**src/design/cvx_pkg.sv**
```systemverilog
// Package for the convex polygon checker: widths, edge direction codes,
// stage words passed between the pipeline modules. No dependencies.
`default_nettype none

package cvx_pkg;

  // Coordinate and arithmetic widths
  localparam int COORD_W     = 16;
  localparam int DIFF_W      = COORD_W + 1;       // exact coordinate difference
  localparam int PROD_W      = 2 * DIFF_W;        // exact product of two differences
  localparam int CROSS_W     = PROD_W + 1;        // exact cross product
  localparam int NUM_CORNERS = 3;

  // Corner lanes: the corner at the previous vertex, and the two corners
  // that close the polygon on its last vertex
  localparam int CORNER_MID   = 0;
  localparam int CORNER_CLOSE = 1;
  localparam int CORNER_WRAP  = 2;

  // Direction change counter saturates; more than MAX_CHANGES fails
  localparam logic [1:0] CHANGE_SAT  = 2'd3;
  localparam logic [1:0] MAX_CHANGES = 2'd2;
  localparam logic [1:0] VCOUNT_SAT  = 2'd3;

  // Lexicographic edge direction, x first then y
  typedef enum logic [1:0] {
    DIR_SAME = 2'd0,
    DIR_UP   = 2'd1,
    DIR_DOWN = 2'd2
  } dir_t;

  // Difference operands of one corner cross product
  typedef struct packed {
    logic signed [DIFF_W-1:0] ax;
    logic signed [DIFF_W-1:0] ay;
    logic signed [DIFF_W-1:0] bx;
    logic signed [DIFF_W-1:0] by;
  } corner_ops_t;

  // Front stage word: corner operands plus the direction verdict
  typedef struct packed {
    logic [NUM_CORNERS-1:0]    corner_en;
    corner_ops_t [NUM_CORNERS-1:0] ops;
    logic                      last;
    logic                      shape_ok;
  } geom_word_t;

  typedef struct packed {
    logic signed [PROD_W-1:0] p_ab;
    logic signed [PROD_W-1:0] p_ay_bx;
  } prod_pair_t;

  // Product stage word
  typedef struct packed {
    logic [NUM_CORNERS-1:0]       corner_en;
    prod_pair_t [NUM_CORNERS-1:0] prods;
    logic                         last;
    logic                         shape_ok;
  } prod_word_t;

  // Sign stage word: per corner negative and positive flags
  typedef struct packed {
    logic [NUM_CORNERS-1:0] neg;
    logic [NUM_CORNERS-1:0] pos;
    logic                   last;
    logic                   shape_ok;
  } sign_word_t;

  function automatic dir_t lex_dir(input logic signed [COORD_W-1:0] ax,
                                   input logic signed [COORD_W-1:0] ay,
                                   input logic signed [COORD_W-1:0] bx,
                                   input logic signed [COORD_W-1:0] by);
    dir_t d;
    if (ax < bx)      d = DIR_UP;
    else if (ax > bx) d = DIR_DOWN;
    else if (ay < by) d = DIR_UP;
    else if (ay > by) d = DIR_DOWN;
    else              d = DIR_SAME;
    return d;
  endfunction

endpackage

`default_nettype wire

```
**src/design/cvx_result_if.sv**
```systemverilog
// Result channel interface: valid/ready handshake, one verdict per word.
// No dependencies.
`default_nettype none

interface cvx_result_if;
  logic valid;
  logic ready;
  logic is_convex;

  modport source(output valid, is_convex, input ready);
  modport sink(input valid, is_convex, output ready);
endinterface

`default_nettype wire

```
**src/design/cvx_accum.sv**
```systemverilog
// Per-polygon accumulation of corner signs and the result register.
// Depends on cvx_pkg and cvx_result_if.
`default_nettype none

module cvx_accum import cvx_pkg::*; (
  input  wire logic        clk,
  input  wire logic        rst,
  input  wire sign_word_t  signs,
  input  wire logic        sign_valid,
  output logic             sign_ready,
  cvx_result_if.source     result
);

  logic neg_seen, pos_seen;
  logic fire;
  logic any_neg, any_pos;
  logic verdict;

  // Only a closing word needs room in the result register
  assign sign_ready = !signs.last || !result.valid || result.ready;
  assign fire       = sign_valid && sign_ready;

  always_comb begin
    any_neg = neg_seen || (|signs.neg);
    any_pos = pos_seen || (|signs.pos);
    verdict = signs.shape_ok && !any_neg && any_pos;
  end

  // Running flags over the polygon's corners
  always_ff @(posedge clk) begin
    if (rst) begin
      neg_seen <= 1'b0;
      pos_seen <= 1'b0;
    end else if (fire) begin
      if (signs.last) begin
        neg_seen <= 1'b0;
        pos_seen <= 1'b0;
      end else begin
        neg_seen <= any_neg;
        pos_seen <= any_pos;
      end
    end
  end

  // Result register
  always_ff @(posedge clk) begin
    if (rst) result.valid <= 1'b0;
    else if (fire && signs.last) result.valid <= 1'b1;
    else if (result.ready) result.valid <= 1'b0;
  end

  always_ff @(posedge clk) begin
    if (fire && signs.last) result.is_convex <= verdict;
  end

`ifndef SYNTHESIS
  // A new result only appears after a closing word was taken
  a_result_from_last: assert property (@(posedge clk) disable iff (rst)
    $rose(result.valid) |-> $past(fire && signs.last))
    else $error("result without a closing word");

  // Corner flags start fresh for each polygon
  a_flags_cleared: assert property (@(posedge clk) disable iff (rst)
    fire && signs.last |=> !neg_seen && !pos_seen)
    else $error("corner flags not cleared after polygon");
`endif

endmodule

`default_nettype wire

```
**src/flat_wrapper.sv**
```systemverilog
// flat-port wrapper written by rule: the top's interface ports become plain ports
module cvx_accum_flat import cvx_pkg::*;
  (clk, rst, signs, sign_valid, sign_ready, result_valid, result_is_convex, result_ready);
  cvx_result_if result_i ();
  input  wire logic clk;
  input  wire logic rst;
  input  wire sign_word_t signs;
  input  wire logic sign_valid;
  output logic sign_ready;
  output wire logic [$bits(result_i.valid)-1:0] result_valid;
  output wire logic [$bits(result_i.is_convex)-1:0] result_is_convex;
  input wire logic [$bits(result_i.ready)-1:0] result_ready;
  assign result_valid = result_i.valid;
  assign result_is_convex = result_i.is_convex;
  assign result_i.ready = result_ready;
  cvx_accum u_core (.clk(clk), .rst(rst), .signs(signs), .sign_valid(sign_valid), .sign_ready(sign_ready), .result(result_i));
endmodule
```
**config.mk**
```make
export PLATFORM = sky130hd
export DESIGN_NAME = cvx_accum_flat
export DESIGN_NICKNAME = d
export VERILOG_FILES = /design/src/design/cvx_pkg.sv /design/src/design/cvx_result_if.sv /design/src/design/cvx_accum.sv /design/src/flat_wrapper.sv
export SDC_FILE = /design/constraint.sdc
export NUM_CORES = 1
export LEC_CHECK = 0
export BUFFER_PORTS_ARGS = -buffer_cell sky130_fd_sc_hd__buf_2
export CAP_MARGIN = 20
export CORE_AREA = 2 2 39 41
export DETAILED_ROUTE_END_ITERATION = 10
export DIE_AREA = 0 0 41 43
export PLACE_DENSITY_LB_ADDON = 0.15
export RECOVER_POWER = 50
export SLEW_MARGIN = 20
export SYNTH_ARGS = -nofsm -noshare
export SYNTH_HDL_FRONTEND = slang
export SYNTH_SLANG_ARGS = --single-unit
```
**constraint.sdc**
```tcl
create_clock -name clk -period 1.45 [get_ports clk]
set_input_delay 0.145 -clock clk [delete_from_list [all_inputs] [get_ports clk]]
set_output_delay 0.145 -clock clk [all_outputs]
set_load 0.02 [all_outputs]
```
# Word level (Yosys, flattened, before mapping)
# Index checks and enable logic that the tools add are counted.
[word_totals]
register_bits = 4
input_bits = 12
word_cells = 22
out_inout_bits = 3
[op_classes]
reduce_logical = 14
n_mux = 4
[op_table]
columns = ["cell", "count"]
rows = [
  ["$reduce_or A3 Y1", 2],
  ["$logic_and A1 B1 Y1", 4],
  ["$logic_or A1 B1 Y1", 4],
  ["$mux W1", 4],
  ["$logic_not A1 Y1", 3],
  ["$reduce_bool A2 Y1", 1],
]

# Depth between registers and ports, before layout
# Gate-level depths: netlist of run 1.
[depth]
ltp_word = 6
mapped_depth = 2
ltp_nobuf = 2

# Least setup slack after synthesis of run 1
# Ideal clock, no wire load.
[synth_path]
path_kind = "reg2reg"
from = "register u_core.pos_seen"
to = "register u_core.result.is_convex, data pin"
path_slack_ps = 426
period_less_slack_ps = 1024
t_required_ps = 1195
n_path_buf = 0
setup_time_ps = 255
stages_incl_launch_ff = 3
arrival_time_ps = 769
path_cell_list = "dfxtp_1 -> nor4_2 -> and3b_1"
[synth_via]
elab_chain_len = 2
[synth_rtl]
columns = ["element", "line_no", "rtl"]
rows = [
  ["start: declaration", "cvx_accum.sv:14", "logic neg_seen, pos_seen;"],
  ["start signal: assignment", "cvx_accum.sv:40", "pos_seen <= any_pos;"],
  ["$logic_or A1 B1 Y1", "cvx_accum.sv:25", "any_pos = pos_seen || (|signs.pos);"],
  ["$logic_and A1 B1 Y1", "cvx_accum.sv:26", "verdict = signs.shape_ok && !any_neg && any_pos;"],
  ["named net u_core.verdict", "cvx_accum.sv:17", "logic verdict;"],
  ["end signal: assignment", "cvx_accum.sv:53", "if (fire && signs.last) result.is_convex <= verdict;"],
  ["end: declaration", "cvx_result_if.sv:10", "modport source(output valid, is_convex, input ready);"],
]
# The timed path passes the listed nets, and every way through them passes these cells.
# A chain may end at the register's enable or synchronous reset.

# Worst setup path in the final report of run 1
[layout_path]
from = "register u_core.result.valid"
to = "output sign_ready"
[layout_via]
elab_chain_len = 3
[layout_rtl]
columns = ["element", "line_no", "rtl"]
rows = [
  ["start: declaration", "cvx_result_if.sv:10", ""],
  ["start signal: assignment", "cvx_accum.sv:47", "if (rst) result.valid <= 1'b0;"],
  ["start signal: assignment", "cvx_accum.sv:48", "else if (fire && signs.last) result.valid <= 1'b1;"],
  ["start signal: assignment", "cvx_accum.sv:49", "else if (result.ready) result.valid <= 1'b0;"],
  ["$logic_not A1 Y1", "cvx_accum.sv:20", "assign sign_ready = !signs.last || !result.valid || result.ready;"],
  ["$logic_or A1 B1 Y1 (2 in a row)", "cvx_accum.sv:20", ""],
  ["end: declaration", "flat_wrapper.sv:9", "output logic sign_ready;"],
]
# No other way between the ends.

==> results of run 1 <==
-- sequential cells by signal, indices dropped and copies added (netlist names) --
register,flops
u_core.pos_seen,1
u_core.neg_seen,1
u_core.result.is_convex,1
u_core.result.valid,1
-- routing by layer --
metal | vias up | part of all wire (%) | wire, um | GRT usage [%]
met2 | 9 | 45 | 252 | 9.06
met4 | 0 | 0 | 0 | 8.00
met3 | 0 | 9.2 | 52 | 4.71
met1 | 95 | 46 | 261 | 9.39
met5 | - | 0 | 0 | 0
li1 | 112 | - | - | -
-- worst max-delay path, stage by stage, from the launching register on --
cell and delay, ns:
dfxtp_1 0.38, nor2b_1 0.20, nand2_1 0.07, buf_2 0.15
-- metrics by stage --
step | hold slack, ns | worst slack (ns) | std cells | utilization (%) | area (sq um)
floorplan | 0.214 | 0.426 | 20 | - | 204
global placement | 0.357 | 0.398 | 50 | 21.2 | 294
detailed placement | 0.360 | 0.366 | 50 | 21.2 | 294
CTS | 0.0973 | 0.254 | 54 | 23.1 | 320
global route | 0.0976 | 0.198 | 54 | 22.2 | 307
finish | 0.102 | 0.274 | 54 | 22.2 | 307
-- placed cells by master (no fill, tap or decap) --
| cell | n |
|---|---|
| nor2_1 | 1 |
| nand3b_1 | 2 |
| nor2b_1 | 1 |
| dfxtp_1 | 3 |
| nor4_1 | 2 |
| nand2_1 | 2 |
| a311oi_1 | 2 |
| a21oi_1 | 1 |
| clkbuf_1 | 2 |
| edfxtp_1 | 1 |
| and3b_1 | 1 |
| clkbuf_4 | 3 |
| buf_2 | 13 |
| nand2b_1 | 4 |
-- cell type report --
| class | instances | area [sq um] | area share, % |
|---|---|---|---|
| clock buffers | 4 | 26.3 | 8.57 |
| multi-input cells | 16 | 101 | 33.1 |
| flip-flops and latches | 4 | 90.1 | 29.4 |
| well taps | 16 | 20.0 | 6.53 |
| repair buffers | 14 | 68.8 | 22.4 |
-- final timing paths --
path | end | slack [ns] | cells past startpoint
max | sign_ready | 0.27 | 3
max reg2reg | u_core.result.is_convex$_DFFE_PP_ | 0.34 | 2
min | u_core.neg_seen$_SDFFE_PP0P_ | 0.10 | 2
min reg2reg | u_core.pos_seen$_SDFFE_PP0P_ | 0.51 | 2
-- power groups by stage --
stage / combinational (uW) / clock (uW) / sequential, uW
after floorplan: 14.2 / 0 / 131
after global placement: 42.3 / 0 / 128
after detailed placement: 42.3 / 0 / 128
after CTS: 42.4 / 169 / 126
after global routing: 43.3 / 170 / 127
final: 39.1 / 160 / 126
-- cells by family after synthesis --
family | Yosys count | share of synthesized area (%)
and+or+nand+nor | 13 | 44.8
DFF | 4 | 44.2
AOI/OAI and AO/OA | 3 | 11.0
==> results.py, run 1 <==
metrics = {
    "run_status": {
        "status": "finished clean",
    },
    "layout": {
        "fin_nets": 51,
        "area_growth_pct": 50.3,
        "nFillCells": 162,
        "n_antenna_cell": 0,
        "drive_above_1_share_pct": 42.1,
    },
    "critical_path": {
        "cp.required_ns": 1.31,
        "reg2reg_from": "u_core.pos_seen$_SDFFE_PP0P_",
        "crit_path_end_kind": "output port",
        "crit_arrival_ns": 1.03,
        "crit_path_start_kind": "register",
        "path_class": "reg2out",
        "startpoint": "u_core.result.valid$_SDFFE_PP0P_",
        "worstPathMaxFanout": 5,
    },
    "logic_synthesis": {
        "async_flop_share_pct": 0,
        "synth_warnings": 0,
        "synth_common_cells": "nand2b_1 (4), dfxtp_1 (3)",
        "ys_ff_latch": 4,
        "yosys.cell_types.count": 11,
        "synthFlopType": "dfxtp_1",
        "ys_seq_area_share_pct": 44.2,
        "yosysMostFrequentCell": "nand2b_1",
        "ys_top_cells_by_area": "dfxtp_1 (29%), edfxtp_1 (15%), nand2b_1 (12%), nor4_2 (12%), a311oi_1 (8.6%)",
        "synth_edf_count": 1,
        "syn_area_sq_um": 204,
        "syn-num-nets": 32,
        "yosysTopAreaCell": "dfxtp_1",
        "syn_inst": 20,
        "synth_top_area_share_pct": 29.4,
        "synth_area_per_cell_sq_um": 10.2,
    },
    "die": {
        "start_util_pct": 14.7,
        "die_y_um": 43,
        "die_w_um": 41,
        "rows": 14,
        "core_area_sq_um": 1380,
        "die-area_sq_um": 1760,
        "ios": 15,
    },
    "place": {
        "portBuffers": 14,
        "dp_hpwl_um": 447,
        "place_congestion": 0.658,
    },
    "clock_tree": {
        "clk_pin_slew_ns": 0.05,
        "ctsLongestPathBuffers": 2,
        "cts.hold.buffers_added": 0,
        "cts_resized": 0,
        "cts_setup_buffers": 0,
        "cts_root_buf": "clkbuf_4",
        "numCtsBuffers": 3,
        "numClockSinks": 4,
        "clock_latency_ns": 0.24,
        "cts_tree": "done",
        "cts-htree-levels": 1,
    },
    "timing": {
        "fin_tns_setup_ns": 0,
        "maxSlewHeadroom_pct": 74.3,
        "max_freq_mhz": 850,
        "hold_viol": 0,
        "setup_violations": 0,
        "fin_skew_ns": 0.0104,
        "tightest_slew_ns": 0.383,
        "layout_min_cycle_time_ns": 1.18,
        "fin_crit_sh_pct": 81.1,
        "slew_violations": 0,
        "rsz0062_at_grt": "false",
    },
    "route": {
        "vias_per_cell": 4.00,
        "dr.pass1.iters": 3,
        "dr_total_vias": 216,
        "wire_per_inst_um": 10.5,
        "drt-initial-drc-count": 2,
        "postRouteAntennaNets": 0,
        "wirelength_um": 566,
        "route.detailed.drc": 0,
    },
    "power": {
        "p_clk_share_pct": 49.3,
        "switching_share_pct": 24.6,
        "power.density_nw_per_um2": 1060,
        "leakage_uw": 0.000128,
        "seqPwrFrac_pct": 38.7,
        "vdd_drop_max_mv": 0.306,
        "internal_power_uw": 245,
        "switching_power_uw": 79.9,
        "power_uw": 325,
        "combinationalPowerShare_pct": 12.0,
    },
    "global_routing": {
        "overflow": 0,
        "grt_pass1_wl_um": 855,
        "grt.total_usage_pct": 7.95,
        "grt_pass1_vias": 194,
        "antenna_found_initial": 0,
        "grt_max_degree": 6,
    },
    "run": {
        "maxCapViolCount": 0,
    },
    "worst_hold_path": {
        "hold_path.class": "in2reg",
        "hold_start": "rst",
    },
}
(Power assumes the default switching activity.)
==> run 2, diff against run 1 <==
- clock period: 1.45 -> 1 ns (I/O delays scaled with it)
==> results.py, run 2 (synthesized netlist as in run 1, its figures left out) <==
metrics = {
    "place": {
        "portBuffers": 14,
        "dp_hpwl_um": 441,
        "place_ws_ns": -0.00210,
        "place_congestion": 0.768,
    },
    "layout": {
        "fin_nets": 52,
        "n_antenna_cell": 0,
        "nFillCells": 155,
        "drive_above_1_share_pct": 59.0,
        "area_growth_pct": 69.3,
        "final_cell_mix": "buf_2 (13), nand2b_1 (4), clkbuf_4 (3)",
        "mostFrequentLayoutCell": "buf_2",
    },
    "power": {
        "vdd_drop_max_mv": 0.615,
        "leakage_uw": 0.000143,
        "power.density_nw_per_um2": 1390,
        "power_uw": 478,
    },
    "timing": {
        "slew_violations": 0,
        "tightest_slew_ns": 0.279,
        "layout_min_cycle_time_ns": 0.976,
        "hold_viol": 0,
        "fin_crit_sh_pct": 97.6,
        "maxSlewHeadroom_pct": 81.3,
        "max_freq_mhz": 1020,
        "rsz0062_at_grt": "true",
        "setup_violations": 0,
        "setup_slack_ns": 0.0241,
        "fin_skew_ns": 0.0120,
    },
    "global_routing": {
        "antenna_found_initial": 0,
        "grt_pass1_vias": 214,
        "top_usage_layer": "met2",
        "grt_max_degree": 5,
        "overflow": 0,
        "grt.total_usage_pct": 8.02,
        "grt_use_met1_pct": 8.33,
        "grt_use_met2_pct": 10.3,
        "grt_use_met3_pct": 9.42,
        "grt_pass1_wl_um": 869,
    },
    "route": {
        "vias_per_cell": 4.36,
        "dr.pass1.iters": 2,
        "dr_total_vias": 240,
        "route.detailed.drc": 0,
        "postRouteAntennaNets": 0,
        "wire_per_inst_um": 10.2,
        "wirelength_um": 559,
        "drt-initial-drc-count": 7,
    },
    "die": {
        "rows": 14,
        "core_area_sq_um": 1380,
        "die-area_sq_um": 1760,
        "die_y_um": 43,
        "die_w_um": 41,
        "ios": 15,
        "start_util_pct": 14.7,
    },
    "clock_tree": {
        "cts_root_buf": "clkbuf_4",
        "cts.hold.buffers_added": 0,
        "numClockSinks": 4,
        "ctsLongestPathBuffers": 2,
        "numCtsBuffers": 3,
        "clock_latency_ns": 0.24,
        "clk_pin_slew_ns": 0.05,
        "cts-htree-levels": 1,
        "cts_tree": "done",
    },
    "critical_path": {
        "crit_path_end_kind": "register",
        "path_class": "reg2reg",
        "crit_arrival_ns": 0.97,
        "crit_path_start_kind": "register",
        "cp.required_ns": 1.00,
        "worstPathMaxFanout": 3,
    },
    "run_status": {
        "status": "finished clean",
    },
    "worst_hold_path": {
        "hold_path.class": "in2reg",
    },
    "run": {
        "maxCapViolCount": 0,
    },
}
[run 2: layer usage]
layer,up-vias,wire length (um)
met5,-,0
met4,0,0
met3,0,75
met2,13,253
met1,110,230
li1,117,-
[run 2: area by class of cell]
type                       count  area [sq um]  area share, %
multi-input combinational     16           124           35.9
sequential                     4          91.3           26.4
timing repair buffer          15          83.8           24.3
clock buffer                   4          26.3           7.61
tap                           16          20.0           5.80
[run 2: through the flow]
step                TNS [ns]  std cells  instance area (sq um)  hold slack, ns  utilization, %
detailed placement  -0.00210         50                    294           0.302            21.2
finish                     0         55                    345          0.0557            25.0
CTS                        0         55                    334          0.0404            24.1
global placement           0         50                    294           0.310            21.2
floorplan                  0         20                    204           0.169               -
global route         -0.0168         55                    345          0.0628            25.0
[run 2: final timing paths]
check | slack, ns | to | cells after the start | startpoint
worst max register to register | 0.02 | u_core.result.is_convex$_DFFE_PP_ | 2 | u_core.pos_seen$_SDFFE_PP0P_
worst min register to register | 0.52 | u_core.pos_seen$_SDFFE_PP0P_ | 2 | u_core.pos_seen$_SDFFE_PP0P_
worst max-delay path | 0.02 | u_core.result.is_convex$_DFFE_PP_ | 2 | u_core.pos_seen$_SDFFE_PP0P_
worst min-delay path | 0.06 | u_core.neg_seen$_SDFFE_PP0P_ | 2 | rst
[run 2: timing repair]
action | in CTS | in global routing
pin swaps | 0 | 2
endpoints found under the setup margin | 1 | 2
buffers inserted | 1 | 0
hold endpoints to repair | 0 | 0
gates resized for setup | 3 | 3
[run 2: report_power, final]
part | switching (uW) | total [uW] | internal [uW]
combinational | 33.1 | 70.3 | 37.2
sequential | 5.63 | 182 | 176
clock | 76.1 | 226 | 150
total | 115 | 478 | 364
[run 2: critical path: stages, from the launching register on]
cell and delay, ns:
dfxtp_1 0.32, nor4_2 0.20, and3b_1 0.22
