<file path="src/design/cvx_pkg.sv">
// Package for the convex polygon checker: widths, edge direction codes,
// stage words passed between the pipeline modules. No dependencies.
`default_nettype none

package cvx_pkg;

  // Coordinate and arithmetic widths
  localparam int COORD_W     = 16;
  localparam int DIFF_W      = COORD_W + 1;       // exact coordinate difference
  localparam int PROD_W      = 2 * DIFF_W;        // exact product of two differences
  localparam int CROSS_W     = PROD_W + 1;        // exact cross product
  localparam int NUM_CORNERS = 3;

  // Corner lanes: the corner at the previous vertex, and the two corners
  // that close the polygon on its last vertex
  localparam int CORNER_MID   = 0;
  localparam int CORNER_CLOSE = 1;
  localparam int CORNER_WRAP  = 2;

  // Direction change counter saturates; more than MAX_CHANGES fails
  localparam logic [1:0] CHANGE_SAT  = 2'd3;
  localparam logic [1:0] MAX_CHANGES = 2'd2;
  localparam logic [1:0] VCOUNT_SAT  = 2'd3;

  // Lexicographic edge direction, x first then y
  typedef enum logic [1:0] {
    DIR_SAME = 2'd0,
    DIR_UP   = 2'd1,
    DIR_DOWN = 2'd2
  } dir_t;

  // Difference operands of one corner cross product
  typedef struct packed {
    logic signed [DIFF_W-1:0] ax;
    logic signed [DIFF_W-1:0] ay;
    logic signed [DIFF_W-1:0] bx;
    logic signed [DIFF_W-1:0] by;
  } corner_ops_t;

  // Front stage word: corner operands plus the direction verdict
  typedef struct packed {
    logic [NUM_CORNERS-1:0]    corner_en;
    corner_ops_t [NUM_CORNERS-1:0] ops;
    logic                      last;
    logic                      shape_ok;
  } geom_word_t;

  typedef struct packed {
    logic signed [PROD_W-1:0] p_ab;
    logic signed [PROD_W-1:0] p_ay_bx;
  } prod_pair_t;

  // Product stage word
  typedef struct packed {
    logic [NUM_CORNERS-1:0]       corner_en;
    prod_pair_t [NUM_CORNERS-1:0] prods;
    logic                         last;
    logic                         shape_ok;
  } prod_word_t;

  // Sign stage word: per corner negative and positive flags
  typedef struct packed {
    logic [NUM_CORNERS-1:0] neg;
    logic [NUM_CORNERS-1:0] pos;
    logic                   last;
    logic                   shape_ok;
  } sign_word_t;

  function automatic dir_t lex_dir(input logic signed [COORD_W-1:0] ax,
                                   input logic signed [COORD_W-1:0] ay,
                                   input logic signed [COORD_W-1:0] bx,
                                   input logic signed [COORD_W-1:0] by);
    dir_t d;
    if (ax < bx)      d = DIR_UP;
    else if (ax > bx) d = DIR_DOWN;
    else if (ay < by) d = DIR_UP;
    else if (ay > by) d = DIR_DOWN;
    else              d = DIR_SAME;
    return d;
  endfunction

endpackage

`default_nettype wire

</file>
<file path="src/design/cvx_vertex_if.sv">
// Vertex channel interface: valid/ready handshake, one vertex per word.
// Depends on cvx_pkg for the coordinate width.
`default_nettype none

interface cvx_vertex_if import cvx_pkg::*; ();
  logic                      valid;
  logic                      ready;
  logic signed [COORD_W-1:0] vx;
  logic signed [COORD_W-1:0] vy;
  logic                      final_vertex;

  modport source(output valid, vx, vy, final_vertex, input ready);
  modport sink(input valid, vx, vy, final_vertex, output ready);
endinterface

`default_nettype wire

</file>
<file path="src/design/cvx_front.sv">
// Front stage: vertex history, edge direction tracking, corner operands.
// Depends on cvx_pkg and cvx_vertex_if.
`default_nettype none

module cvx_front import cvx_pkg::*; (
  input  wire logic   clk,
  input  wire logic   rst,
  cvx_vertex_if.sink  vertex,
  output geom_word_t  geom,
  output logic        geom_valid,
  input  wire logic   geom_ready
);

  // Vertex history (payload, written before it is read in each polygon)
  logic signed [COORD_W-1:0] first_x, first_y, second_x, second_y;
  logic signed [COORD_W-1:0] prev_x, prev_y, older_x, older_y;

  // Direction tracking state
  logic [1:0] vertex_count;
  dir_t       edge_direction;
  dir_t       first_direction;
  logic [1:0] change_count;
  logic       dir_failed;

  logic       accept;
  dir_t       d_in, d_close;
  logic       mid_step, closing, fail_total;
  logic [1:0] cc1, cc2, cc3;
  dir_t       e1;
  geom_word_t geom_next;

  function automatic logic [1:0] bump(input logic [1:0] cnt, input dir_t was,
                                      input dir_t now);
    return (now != was && cnt != CHANGE_SAT) ? cnt + 2'd1 : cnt;
  endfunction

  // Differences for the corner at c, with predecessor l and successor n
  function automatic corner_ops_t make_ops(
      input logic signed [COORD_W-1:0] lx, input logic signed [COORD_W-1:0] ly,
      input logic signed [COORD_W-1:0] cx, input logic signed [COORD_W-1:0] cy,
      input logic signed [COORD_W-1:0] nx, input logic signed [COORD_W-1:0] ny);
    corner_ops_t o;
    o.ax = {nx[COORD_W-1], nx} - {cx[COORD_W-1], cx};
    o.ay = {ny[COORD_W-1], ny} - {cy[COORD_W-1], cy};
    o.bx = {lx[COORD_W-1], lx} - {cx[COORD_W-1], cx};
    o.by = {ly[COORD_W-1], ly} - {cy[COORD_W-1], cy};
    return o;
  endfunction

  assign vertex.ready = !geom_valid || geom_ready;
  assign accept       = vertex.valid && vertex.ready;

  // Directions of the incoming edge and the closing edge, and change counts
  always_comb begin
    d_in       = lex_dir(prev_x, prev_y, vertex.vx, vertex.vy);
    d_close    = lex_dir(vertex.vx, vertex.vy, first_x, first_y);
    mid_step   = vertex_count[1];
    closing    = vertex.final_vertex && mid_step;
    cc1        = mid_step ? bump(change_count, edge_direction, d_in) : change_count;
    e1         = mid_step ? d_in : edge_direction;
    cc2        = bump(cc1, e1, d_close);
    cc3        = bump(cc2, d_close, first_direction);
    fail_total = dir_failed || (vertex_count != 2'd0 && d_in == DIR_SAME) ||
                 (d_close == DIR_SAME);
  end

  // Word for the product stage
  always_comb begin
    geom_next.corner_en[CORNER_MID]   = mid_step;
    geom_next.corner_en[CORNER_CLOSE] = closing;
    geom_next.corner_en[CORNER_WRAP]  = closing;
    geom_next.ops[CORNER_MID]   = make_ops(older_x, older_y, prev_x, prev_y,
                                           vertex.vx, vertex.vy);
    geom_next.ops[CORNER_CLOSE] = make_ops(prev_x, prev_y, vertex.vx, vertex.vy,
                                           first_x, first_y);
    geom_next.ops[CORNER_WRAP]  = make_ops(vertex.vx, vertex.vy, first_x, first_y,
                                           second_x, second_y);
    geom_next.last     = vertex.final_vertex;
    geom_next.shape_ok = closing && !fail_total && (cc3 <= MAX_CHANGES);
  end

  // Direction state; cleared after the last vertex of a polygon
  always_ff @(posedge clk) begin
    if (rst) begin
      vertex_count    <= 2'd0;
      edge_direction  <= DIR_SAME;
      first_direction <= DIR_SAME;
      change_count    <= 2'd0;
      dir_failed      <= 1'b0;
    end else if (accept) begin
      if (vertex.final_vertex) begin
        vertex_count    <= 2'd0;
        edge_direction  <= DIR_SAME;
        first_direction <= DIR_SAME;
        change_count    <= 2'd0;
        dir_failed      <= 1'b0;
      end else begin
        if (vertex_count != 2'd0 && d_in == DIR_SAME) dir_failed <= 1'b1;
        if (vertex_count == 2'd1) begin
          first_direction <= d_in;
          edge_direction  <= d_in;
        end else if (mid_step) begin
          change_count   <= cc1;
          edge_direction <= d_in;
        end
        if (vertex_count != VCOUNT_SAT) vertex_count <= vertex_count + 2'd1;
      end
    end
  end

  // Vertex history
  always_ff @(posedge clk) begin
    if (accept) begin
      if (vertex_count == 2'd0) begin
        first_x <= vertex.vx;
        first_y <= vertex.vy;
      end
      if (vertex_count == 2'd1) begin
        second_x <= vertex.vx;
        second_y <= vertex.vy;
      end
      older_x <= prev_x;
      older_y <= prev_y;
      prev_x  <= vertex.vx;
      prev_y  <= vertex.vy;
    end
  end

  // Stage register
  always_ff @(posedge clk) begin
    if (rst) geom_valid <= 1'b0;
    else if (vertex.ready) geom_valid <= vertex.valid;
  end

  always_ff @(posedge clk) begin
    if (accept) geom <= geom_next;
  end

`ifndef SYNTHESIS
  // A polygon's last vertex leaves the tracker cleared for the next one
  a_clear_after_last: assert property (@(posedge clk) disable iff (rst)
    accept && vertex.final_vertex |=> vertex_count == 2'd0 && change_count == 2'd0
    && !dir_failed)
    else $error("direction state not cleared after last vertex");

  // A passing shape verdict only comes with a closing word of a real polygon
  a_ok_only_closing: assert property (@(posedge clk) disable iff (rst)
    geom_valid && geom.shape_ok |-> geom.last && geom.corner_en[CORNER_MID]
    && geom.corner_en[CORNER_CLOSE])
    else $error("shape verdict on a non-closing word");
`endif

endmodule

`default_nettype wire

</file>
<file path="src/flat_wrapper.sv">
// flat-port wrapper written by rule: the top's interface ports become plain ports
module cvx_front_flat import cvx_pkg::*;
  (clk, rst, geom, geom_valid, geom_ready, vertex_valid, vertex_vx, vertex_vy, vertex_final_vertex, vertex_ready);
  cvx_vertex_if vertex_i ();
  input  wire logic clk;
  input  wire logic rst;
  output geom_word_t geom;
  output logic geom_valid;
  input  wire logic geom_ready;
  input wire logic [$bits(vertex_i.valid)-1:0] vertex_valid;
  input wire logic [$bits(vertex_i.vx)-1:0] vertex_vx;
  input wire logic [$bits(vertex_i.vy)-1:0] vertex_vy;
  input wire logic [$bits(vertex_i.final_vertex)-1:0] vertex_final_vertex;
  output wire logic [$bits(vertex_i.ready)-1:0] vertex_ready;
  assign vertex_i.valid = vertex_valid;
  assign vertex_i.vx = vertex_vx;
  assign vertex_i.vy = vertex_vy;
  assign vertex_i.final_vertex = vertex_final_vertex;
  assign vertex_ready = vertex_i.ready;
  cvx_front u_core (.clk(clk), .rst(rst), .vertex(vertex_i), .geom(geom), .geom_valid(geom_valid), .geom_ready(geom_ready));
endmodule
</file>
<file path="config.mk">
export PLATFORM = sky130hd
export DESIGN_NAME = cvx_front_flat
export DESIGN_NICKNAME = d
export VERILOG_FILES = /design/src/design/cvx_pkg.sv /design/src/design/cvx_vertex_if.sv /design/src/design/cvx_front.sv /design/src/flat_wrapper.sv
export SDC_FILE = /design/constraint.sdc
export NUM_CORES = 1
export LEC_CHECK = 0
export BUFFER_PORTS_ARGS = -buffer_cell sky130_fd_sc_hd__buf_2
export CORE_ASPECT_RATIO = 0.75
export CORE_MARGIN = 2
export CORE_UTILIZATION = 39
export CTS_CLUSTER_DIAMETER = 80
export CTS_CLUSTER_SIZE = 20
export DETAILED_ROUTE_END_ITERATION = 6
export PLACE_DENSITY_LB_ADDON = 0.15
export SLEW_MARGIN = 25
export SYNTH_ARGS = -nofsm -noshare
export SYNTH_HDL_FRONTEND = slang
export SYNTH_SLANG_ARGS = --single-unit
</file>
<file path="constraint.sdc">
create_clock -name clk -period 9.66 [get_ports clk]
set_clock_uncertainty 0.05 [all_clocks]
set_input_delay 0.483 -clock clk [delete_from_list [all_inputs] [get_ports clk]]
set_output_delay 0.483 -clock clk [all_outputs]
set_load 0.005 [all_outputs]
</file>
Word-level counts from Yosys, hierarchy flattened
Cells that the tools add are included.
Widths: inputs -> output; s select.
{ "word_totals": {"ff_bits": 346, "out_inout_bits": 211, "wordCells": 114, "in_bits": 37} }
{ "op_classes": {"mux": 24, "n_lt_le_gt_ge": 9, "add_sub_neg": 16, "n_eq_ne": 9, "reduce_logical": 27} }
{ "op_table": {"columns": ["op", "n"], "rows": [
  ["$sub 16x16->17", 12],
  ["$gt 16x16->1", 4],
  ["$lt 16x16->1", 4],
  ["$mux 2", 22],
  ["$ne 2x2->1 const B", 5],
  ["$reduce_and 2->1", 5],
  ["$reduce_bool 2->1", 5],
  ["$add 2x1->2 const B", 4],
  ["$logic_and 1x1->1", 8],
  ["$logic_not 2->1", 3],
  ["$ne 2x2->1", 3],
  ["$logic_or 1x1->1", 3],
  ["$reduce_and 3->1", 1],
  ["$eq 2x1->1 const B", 1],
  ["$le 2x2->1 const B", 1],
  ["$logic_not 1->1", 2],
  ["$mux 1", 2]
]} }

Logic depth before layout (Yosys ltp)
Gate-level depths: netlist of the first run.
{ "depth": {"word_depth": 17, "mapped_depth": 20, "ltp_nobuf": 18} }

Worst setup path after synthesis of the first run
No wires, ideal clock.
{ "synth_timing": {"path_kind": "input-to-reg", "startpoint": "input geom_ready", "endpoint": "register u_core.edge_direction[0]", "n_path_buf": 0, "setup_time_ps": 128, "slack_ps": 2200, "cell_stages": 6, "t_arrival_ps": 7282, "path_cell_list": "nand2b_1 -> nand2_1 -> inv_1 -> o21ai_0 -> a32oi_1 -> nor2_1"} }
{ "synth_between": {"elab_chain_cells": 2} }
{ "synth_rtl": {"columns": ["item", "line", "rtl"], "rows": [
  ["start: declaration", "flat_wrapper.sv:9", "input wire logic geom_ready;"],
  ["$logic_or 1x1->1", "cvx_front.sv:50", "assign vertex.ready = !geom_valid || geom_ready;"],
  ["$logic_and 1x1->1", "cvx_front.sv:51", "assign accept = vertex.valid && vertex.ready;"],
  ["named net u_core.accept", "cvx_front.sv:25", "logic accept;"],
  ["end signal: assignment", "cvx_front.sv:101", "edge_direction <= d_in;"],
  ["end signal: assignment", "cvx_front.sv:104", "edge_direction <= d_in;"],
  ["end: declaration", "cvx_front.sv:20", "dir_t edge_direction;"]
]} }
The timed path passes the listed nets, and every way through them passes these cells.
A chain may end at the register's enable or synchronous reset.

==> results of run 1 <==
==> power by group through the flow <==
stage / sequential (mW) / combinational, mW / clock, mW
global route: 1.89 / 0.937 / 1.08
finish: 1.88 / 0.845 / 0.994
CTS: 1.88 / 0.843 / 1.03
floorplan: 1.92 / 0.512 / 0
global placement: 1.91 / 0.832 / 0
detailed placement: 1.91 / 0.835 / 0
==> cell families after synthesis <==
kind of cell,count (synthesis),synth area share [%]
XOR/XNOR,121,5.34
multiplexers,3,0.164
AO/OA/AOI/OAI,404,13.7
adder cells (fa/ha/maj),213,13.9
flip-flops,342,51.3
AND/OR/NAND/NOR,426,10.6
buffers and inverters,252,5.08
==> critical path: cells and delay by family (launching register included) <==
kind | cells | cell delay (ns)
AND/OR/NAND/NOR | 5 | 1.36
multiplexers | 1 | 0.30
AO/OA/AOI/OAI | 8 | 1.75
flip-flops | 1 | 0.46
adder cells (fa/ha/maj) | 2 | 0.86
==> state kept, by name, summed over array words and instances (netlist names) <==
| register | cells |
|---|---|
| u_core.edge_direction | 2 |
| u_core.prev_y | 16 |
| u_core.older_y | 16 |
| u_core.second_x | 16 |
| u_core.prev_x | 16 |
| u_core.second_y | 16 |
| u_core.first_y | 16 |
| u_core.change_count | 2 |
| u_core.geom_valid | 1 |
| u_core.first_x | 16 |
| u_core.geom | 204 |
| u_core.first_direction | 2 |
| u_core.older_x | 16 |
| u_core.dir_failed | 1 |
| u_core.vertex_count | 2 |
==> cell type report <==
class / count / area, um2 / area share, %
clock buffer: 28 / 583 / 2.61
clock inverter: 5 / 87.6 / 0.392
inverter: 196 / 743 / 3.32
multi-input combinational: 1167 / 8660 / 38.7
sequential: 342 / 10200 / 45.5
tap: 657 / 822 / 3.68
timing repair buffer: 252 / 1290 / 5.78
==> layout by cell type (no fill, tap or decap), drive strengths merged, types with 12 or more instances in the layout <==
cell type	instances
nand2b	25
nand3	16
a21boi	36
xor2	31
inv	194
buf	252
xnor2	90
o21a	14
nor2	160
ha	201
fa	12
a21o	51
o21ai	101
nor3	30
a211oi	14
a21oi	101
nand4	20
nand2	75
o21bai	15
and3	14
clkbuf	28
nor2b	43
edfxtp	332
==> Yosys cell counts, types with 5 or more instances <==
master	count
a21boi_1	5
edfxtp_1	332
a21oi_1	100
dfxtp_1	10
and2_1	6
o21ai_0	94
or3_1	7
nand3_1	16
buf_2	10
nand2_1	75
xnor2_1	90
o21bai_1	15
a211oi_1	12
fa_1	12
buf_4	7
o21a_1	14
nor2_1	160
nor3_1	28
clkbuf_1	35
or2_2	6
and3_1	14
a21boi_0	31
o21ai_1	6
a31oi_1	6
o31a_1	6
o211ai_1	5
a221oi_1	6
ha_1	201
nand2b_1	25
and4_1	6
a21o_1	51
inv_1	194
nor2b_1	42
xor2_1	31
nand4_1	20
==> per-layer routing <==
layer  share of wire [%]  wire length, um
met3                 6.2             3150
met1                  52            26700
met2                  40            20300
met5               0.021               11
met4                 1.9              976
==> per-stage QoR <==
stage,cell area (um2),hold WS (ns),setup slack (ns),cells,power (mW)
after floorplan,19800,0.385,2.20,1761,2.43
after global placement,21700,0.427,4.40,2613,2.74
after detailed placement,21700,0.419,4.35,2613,2.75
after CTS,22300,0.0871,4.65,2646,3.76
after global routing,22400,0.101,4.43,2647,3.90
final,22400,0.116,4.61,2647,3.72
==> how the worst max path moves through the flow <==
stage	slack [ns]	depth (start not counted)	endpoint
after global routing	4.43	16	u_core.geom[0]
after CTS	4.65	16	u_core.geom[0]
final	4.61	16	u_core.geom[0]
after floorplan	2.20	6	u_core.edge_direction[0]
after global placement	4.40	18	u_core.geom[0]
after detailed placement	4.35	18	u_core.geom[0]
==> results.txt, run 1 <==
- Start-to-end type of the worst setup path: reg -> reg
* FF-to-FF setup slack: 4.61 ns
- Number of antenna cells inserted: 0
- DIE HEIGHT: 199 um
* Number of setup buffers added after CTS: 0
- In this run the worst setup path begins at u_core.prev_x[15].
- The pre-antenna-repair detailed-routing pass consisted of 5 iterations.
- The synthesized netlist occupies a cell area of 19800 um2.
- The largest single stage delay on the critical path is 0.68 ns.
* Final critical delay including setup and external delays: 5.05 ns
- P_leak: 9.45 nW
- Net switching is 29.7% of the power.
* Setup TNS Final: 0 ns
- For this design the total switching power over the nets is 1.10 mW.
- WL/cell: 19.4 um
* GPL Wtd Cong: 0.903
- Global routing used 19.0% of the available tracks.
* Final global-route overflow total: 0
* Number of vias per cell after detailed routing: 5.26
* Type of origin of the critical path: flop
- Async set-or-reset flop fraction in the synthesized netlist: 0%
* CTS tree: yes
- Met1 Usage GRT: 30.7%
- Number of gates resized after cts: 0
- The number of max-slew violations in the final report came to 0.
- Share of the clock period used by the worst path after layout: 52.3%
* Longest Clk Path Bufs: 3
- Max Clock Freq: 0.198 GHz
- Result of the run: complete, no violations
- Finished Core Util: 44.6%
* M3 GR Usage: 2.75%
- Largest driver fanout on the critical path: 11
- Post-Syn Area per Cell: 11.3 um2
- The routed layout has 13916 vias.
- Entering global routing, the biggest net connects 123 pins.
* Area growth from synthesis to layout: 12.7%
- At the worst endpoint, the arrival time is 5.30 ns.
- Antenna violations before repair: 3
* Sum of net half-perimeters after detailed placement: 39200 um
* Slew Limit Headroom: 32.7%
* Share of post-route cells with drive strength above 1: 15.8%
* Clock slew seen by the registers of the worst setup and hold paths: 0.09 ns
- Initial core utilization: 39.5%
- Setup repair after global routing left no endpoint under its margin.
- Ordered cell list for the critical path: ha_1 -> nand4_1 -> nor2_1 -> and4_1 -> o21ai_0 -> a21o_1 -> a31oi_1 -> nor4b_2 -> a211oi_2 -> a21oi_1 -> mux2_2 -> ha_1 -> a21oi_1 -> o21ai_0 -> nor4b_1 -> a32o_1
- Hold Path Origin: vertex_vy[2]
- In the synthesized netlist, the number of instances is 1761.
* Share of Yosys cell area claimed by the top area cell type: 50.2%
- Hold buffers post-CTS: 0
- Internal: 2.61 mW
- Reg2reg path depth: 16
- For this design the ratio of total power to cell area is 166 nW/um2.
- Total CTS buffers: 22
- The worst hold path belongs to the class in -> reg.
* Largest cells by area after synthesis: edfxtp_1, ha_1, xnor2_1
- Via count of the first global-routing pass: 12887
- The share of the Yosys chip area taken by registers is 51.3%.
- The total area inside the core boundary comes to 50200 um2.
* Row count: 71
- Die boundary width: 264 um
- The layout has 4726 filler cells.
- Global-route wire length before repair: 77200 um
- Post-detailed-route count of antenna-violating nets: 0
- Library cell contributing the largest single delay on the critical path: ha_1
- In this run, distinct cell masters in the synthesized netlist total 83.
* Worst Hold Path EP: u_core.first_y[2]
* Cell accounting for the most synthesized area: edfxtp_1
* Part of the power in registers: 50.5%
- Logic pwr share: 22.7%
- Initial detailed-routing violation count: 1194
- Net Count, Synth: 2011
* Synth warnings: 0
* Number of buffers added on ports: 247
- In this run the clock root is driven by a clkbuf_16.
* Clk network pwr share: 26.7%
- Count of clock tree sinks: 342
- Overall die area: 52700 um2
* Number of enable flip-flop cells after synthesis: 332
- For this run, the post-layout net count is 2231.
- Worst reg2reg endpoint: u_core.geom[0]
- STA classifies the critical path endpoint as a flop.
* Flip-flop cell with the highest count after synthesis: edfxtp_1
* Data required time at the worst endpoint: 9.90 ns
- After global routing, the most crowded layer is met1.
- Along the worst hold path, the cell count comes to 1.
- Final hold violations: 0
- Source of the worst register-to-register timing path: u_core.prev_x[15]
- CTS built an H-tree with a depth of 1.
* Total of max-cap violations: 0
- The synthesized design contains 342 register bits.
* Worst skew pair latency: 0.58 ns
- Least-Margin Pin Slew: 1.01 ns
- Detailed-route DRC error count: 0
- IO Pins: 248
* Count of endpoints failing setup in the final report: 0
- The final layout contains routed wiring with a total length of 51200 um.
- VDD sags by at most 0.0975 mV.
* Met2 usage in global routing: 26.4%
(Power assumes the default switching activity.)
==> inputs of run 2 (changes only) <==
- clock period: 9.66 -> 4.5 ns (I/O delays scaled with it)
==> run 2 against run 1 <==
Effect of this change:
- global-route usage about the same
- non-clock buffer count increased by 88
- sequential power increased by 110%
- sequential cell count unchanged
- largest power group unchanged
- final cell count increased by 3.6%
- highest routed layer is now met4
==> results.txt, run 2 (synthesized netlist as in run 1, its figures left out) <==
- The number of levels the H-tree was split into came to 1 (unchanged).
- Share of the clock period used by the worst path after layout: 97.6%
- The switching fraction of total power is 29.5% (-0.20 points).
* Area growth from synthesis to layout: 17.2%
- The number of global-route vias before repair came to 13174 (+2.2%).
- The library cell used most frequently in the layout, excluding fill and tap cells, is edfxtp_1.
- The critical path starts at vertex_vy[1].
- Least-Margin Pin Slew: 0.876 ns (-0.134 ns)
- The overall overflow remaining after global route was 0 (unchanged).
- The cell area after placement came to 22100 um2 (+2.0%).
* Final non-filler cell total: 2741 (+3.6%)
* Worst min path class: in -> reg
- Pins over their slew limit: 0 (unchanged)
- The final net count was 2321 (+4.0%).
- The number of buffer cells added on primary ports is 247 (unchanged).
* Total of fill cells in the finished design: 4634 (-1.9%)
- Initial core utilization: 39.5% (unchanged)
- The utilization after layout was 46.3% (+1.8 points).
* Logic pwr share: 23.3% (+0.6 points)
- Post-Route Hold Slack: 0.185 ns (+0.0689 ns)
- Placed Instances: 2666 (+2.0%)
- Initial detailed-routing violation count: 1185 (-0.75%)
- Core box area: 50200 um2 (unchanged)
* Worst skew pair latency: 0.56 ns (-0.02 ns)
- The library cells used most frequently in the layout, excluding fill and tap cells, are edfxtp_1, buf_2, ha_1, inv_1, nor2_1.
* Met3 routed WL: 3060 um (-3.1%)
- Setup repair after global routing could not meet its margin everywhere.
- DIE HEIGHT: 199 um (unchanged)
- Worst IR Drop VDD: 0.213 mV (+120%)
* Hold Path Origin: geom_ready
* Overall die area: 52700 um2 (unchanged)
- The first-pass GRT wire length is 77300 um (about the same).
- IO Pins: 248 (unchanged)
- Internal: 5.76 mW (+120%)
* Power consumption: 8.16 mW (+120%)
- The sink count of the clock tree was 342 (unchanged).
* First drt pass iteration count: 5 (unchanged)
- The routability congestion estimate from global placement came to 0.863 (-4.4%).
- The horizontal die dimension was 264 um (unchanged).
* PD cells: 351 nW/um2 (+110%)
- The met2 wirelength from detailed routing came to 20300 um (-0.12%).
- Antenna violations before repair: 1 (-2)
* Longest Clk Path Bufs: 3 (unchanged)
- Clock slew seen by the registers of the worst setup and hold paths: 0.08 ns (about the same)
* Type of origin of the critical path: input pin
- The run finished with clean final reports.
* Row count: 71 (unchanged)
* CTS tree: yes
- Start-to-end type of the worst setup path: in -> reg
* Global routing usage summed across all routing layers: 18.9% (-0.031 points)
- The number of vias after detailed routing is 14052 (+0.98%).
- Clock Tree Root: clkbuf_16
* Clk network pwr share: 27.5% (+0.8 points)
* Slew Limit Headroom: 41.6% (+8.9 points)
* Post-route standard cell area excluding fillers: 23200 um2 (+3.9%)
- Total CTS buffers: 24 (+9.1%)
* Final critical delay including setup and external delays: 4.39 ns
- Number of antenna cells inserted: 0 (unchanged)
- Worst Setup End Kind: flop
- The biggest fanout along the worst timing path came to 7 (-4).
- Total of max-cap violations: 0 (unchanged)
* WL/cell: 18.5 um (-4.2%)
- The placed wire-length estimate after detailed placement was 39000 um (-0.45%).
- The ratio of routed vias to standard cells was 5.13 (-2.5%).
- The count of antenna-violating nets left after detailed routing came to 0 (unchanged).
* Register with the highest flop count: u_core.geom
- The total wire length was 50800 um (-0.81%).
- Final hold violations: 0 (unchanged)
- The maximum number of pins on one net before global-route repair came to 140 (+14%).
- The flip-flop count of the largest register, all copies and words added came to 204 (unchanged).
* Min setup slack post-route: 0.110 ns (-4.50 ns)
- Setup TNS Final: 0 ns (unchanged)
- The post-detailed-route DRC marker count is 0 (unchanged).
- The critical path arrival was 4.65 ns (-0.65 ns).
- The net load switching power was 2.41 mW (+120%).
- Pre-CTS setup slack: -0.113 ns (-4.46 ns)
* Count of endpoints failing setup in the final report: 0 (unchanged)
* Data required time at the worst endpoint: 4.76 ns (-5.14 ns)
- Max Clock Freq: 0.228 GHz
* Part of the power in registers: 49.3% (-1.2 points)
- Share of post-route cells with drive strength above 1: 18.3% (+2.5 points)
- Met1 wire length: 26600 um (-0.50%)
- Highest signal layer in the routed design: met4
- Source of the worst register-to-register timing path: u_core.first_y[1]
- P_leak: 9.90 nW (+4.7%)
## run 2: cell count changes in the layout (fill, tap and decap cells not counted), moves of 2 or more
cell,delta
clkinv_8,-3
inv_8,+3
buf_4,+51
clkinvlp_4,+2
nand2_1,-2
dlygate4sd3_1,+36
clkbuf_16,+3
buf_12,+2
inv_6,+3
## run 2: power by group through the flow
stage / sequential (mW) / combinational, mW / clock [mW]
2_1_floorplan: 4.12 / 1.10 / 0
6_report: 4.02 / 1.90 / 2.24
3_3_place_gp: 4.09 / 1.85 / 0
3_5_place_dp: 4.10 / 1.85 / 0
4_1_cts: 4.03 / 1.90 / 2.34
5_1_grt: 4.06 / 2.11 / 2.43
## run 2: area by class of cell
type	instances	area, um2	area share (%)
Inverter	196	743	3.20
Sequential cell	342	10200	43.8
Tap cell	657	822	3.54
Clock buffer	31	658	2.83
Timing Repair Buffer	340	2050	8.82
Multi-Input combinational cell	1167	8710	37.5
Clock inverter	8	87.6	0.377
## run 2: final timing paths
path | slack [ns] | depth (start not counted) | endpoint
hold / removal | 0.18 | 6 | u_core.change_count[1]
hold reg to reg | 0.44 | 0 | u_core.older_y[3]
setup reg to reg | 0.15 | 16 | u_core.geom[0]
setup / recovery | 0.11 | 21 | u_core.geom[0]
## run 2: worst max-delay path: stages
cell and delay (ns):
dlygate4sd3_1 0.53, buf_2 0.14, clkinvlp_4 0.16, ha_1 0.32
nor2b_1 0.20, o211ai_1 0.19, a311oi_1 0.36, buf_4 0.19
o31a_1 0.22, a21o_1 0.26, a41oi_2 0.15, nor4b_2 0.32
a211oi_2 0.10, buf_4 0.18, a211oi_1 0.22, a21oi_1 0.07
ha_1 0.20, a21oi_1 0.10, o21ai_0 0.12, nor4b_1 0.16
a32o_1 0.23
## run 2: what timing repair did
| item | in CTS | in global routing |
|---|---|---|
| hold buffers | 36 | 0 |
| resized for setup | 1 | 8 |
| setup buffers | 0 | 0 |
| endpoints found under the hold margin | 107 | 0 |
| pin swaps | 0 | 4 |
| setup endpoints to repair | 1 | 4 |
## run 2: layer usage
layer | vias to the layer above | global-route usage [%]
li1 | 6869 | -
met1 | 6773 | 30.8
met2 | 375 | 26.6
met3 | 35 | 2.55
met4 | 0 | 3.30
met5 | - | 0
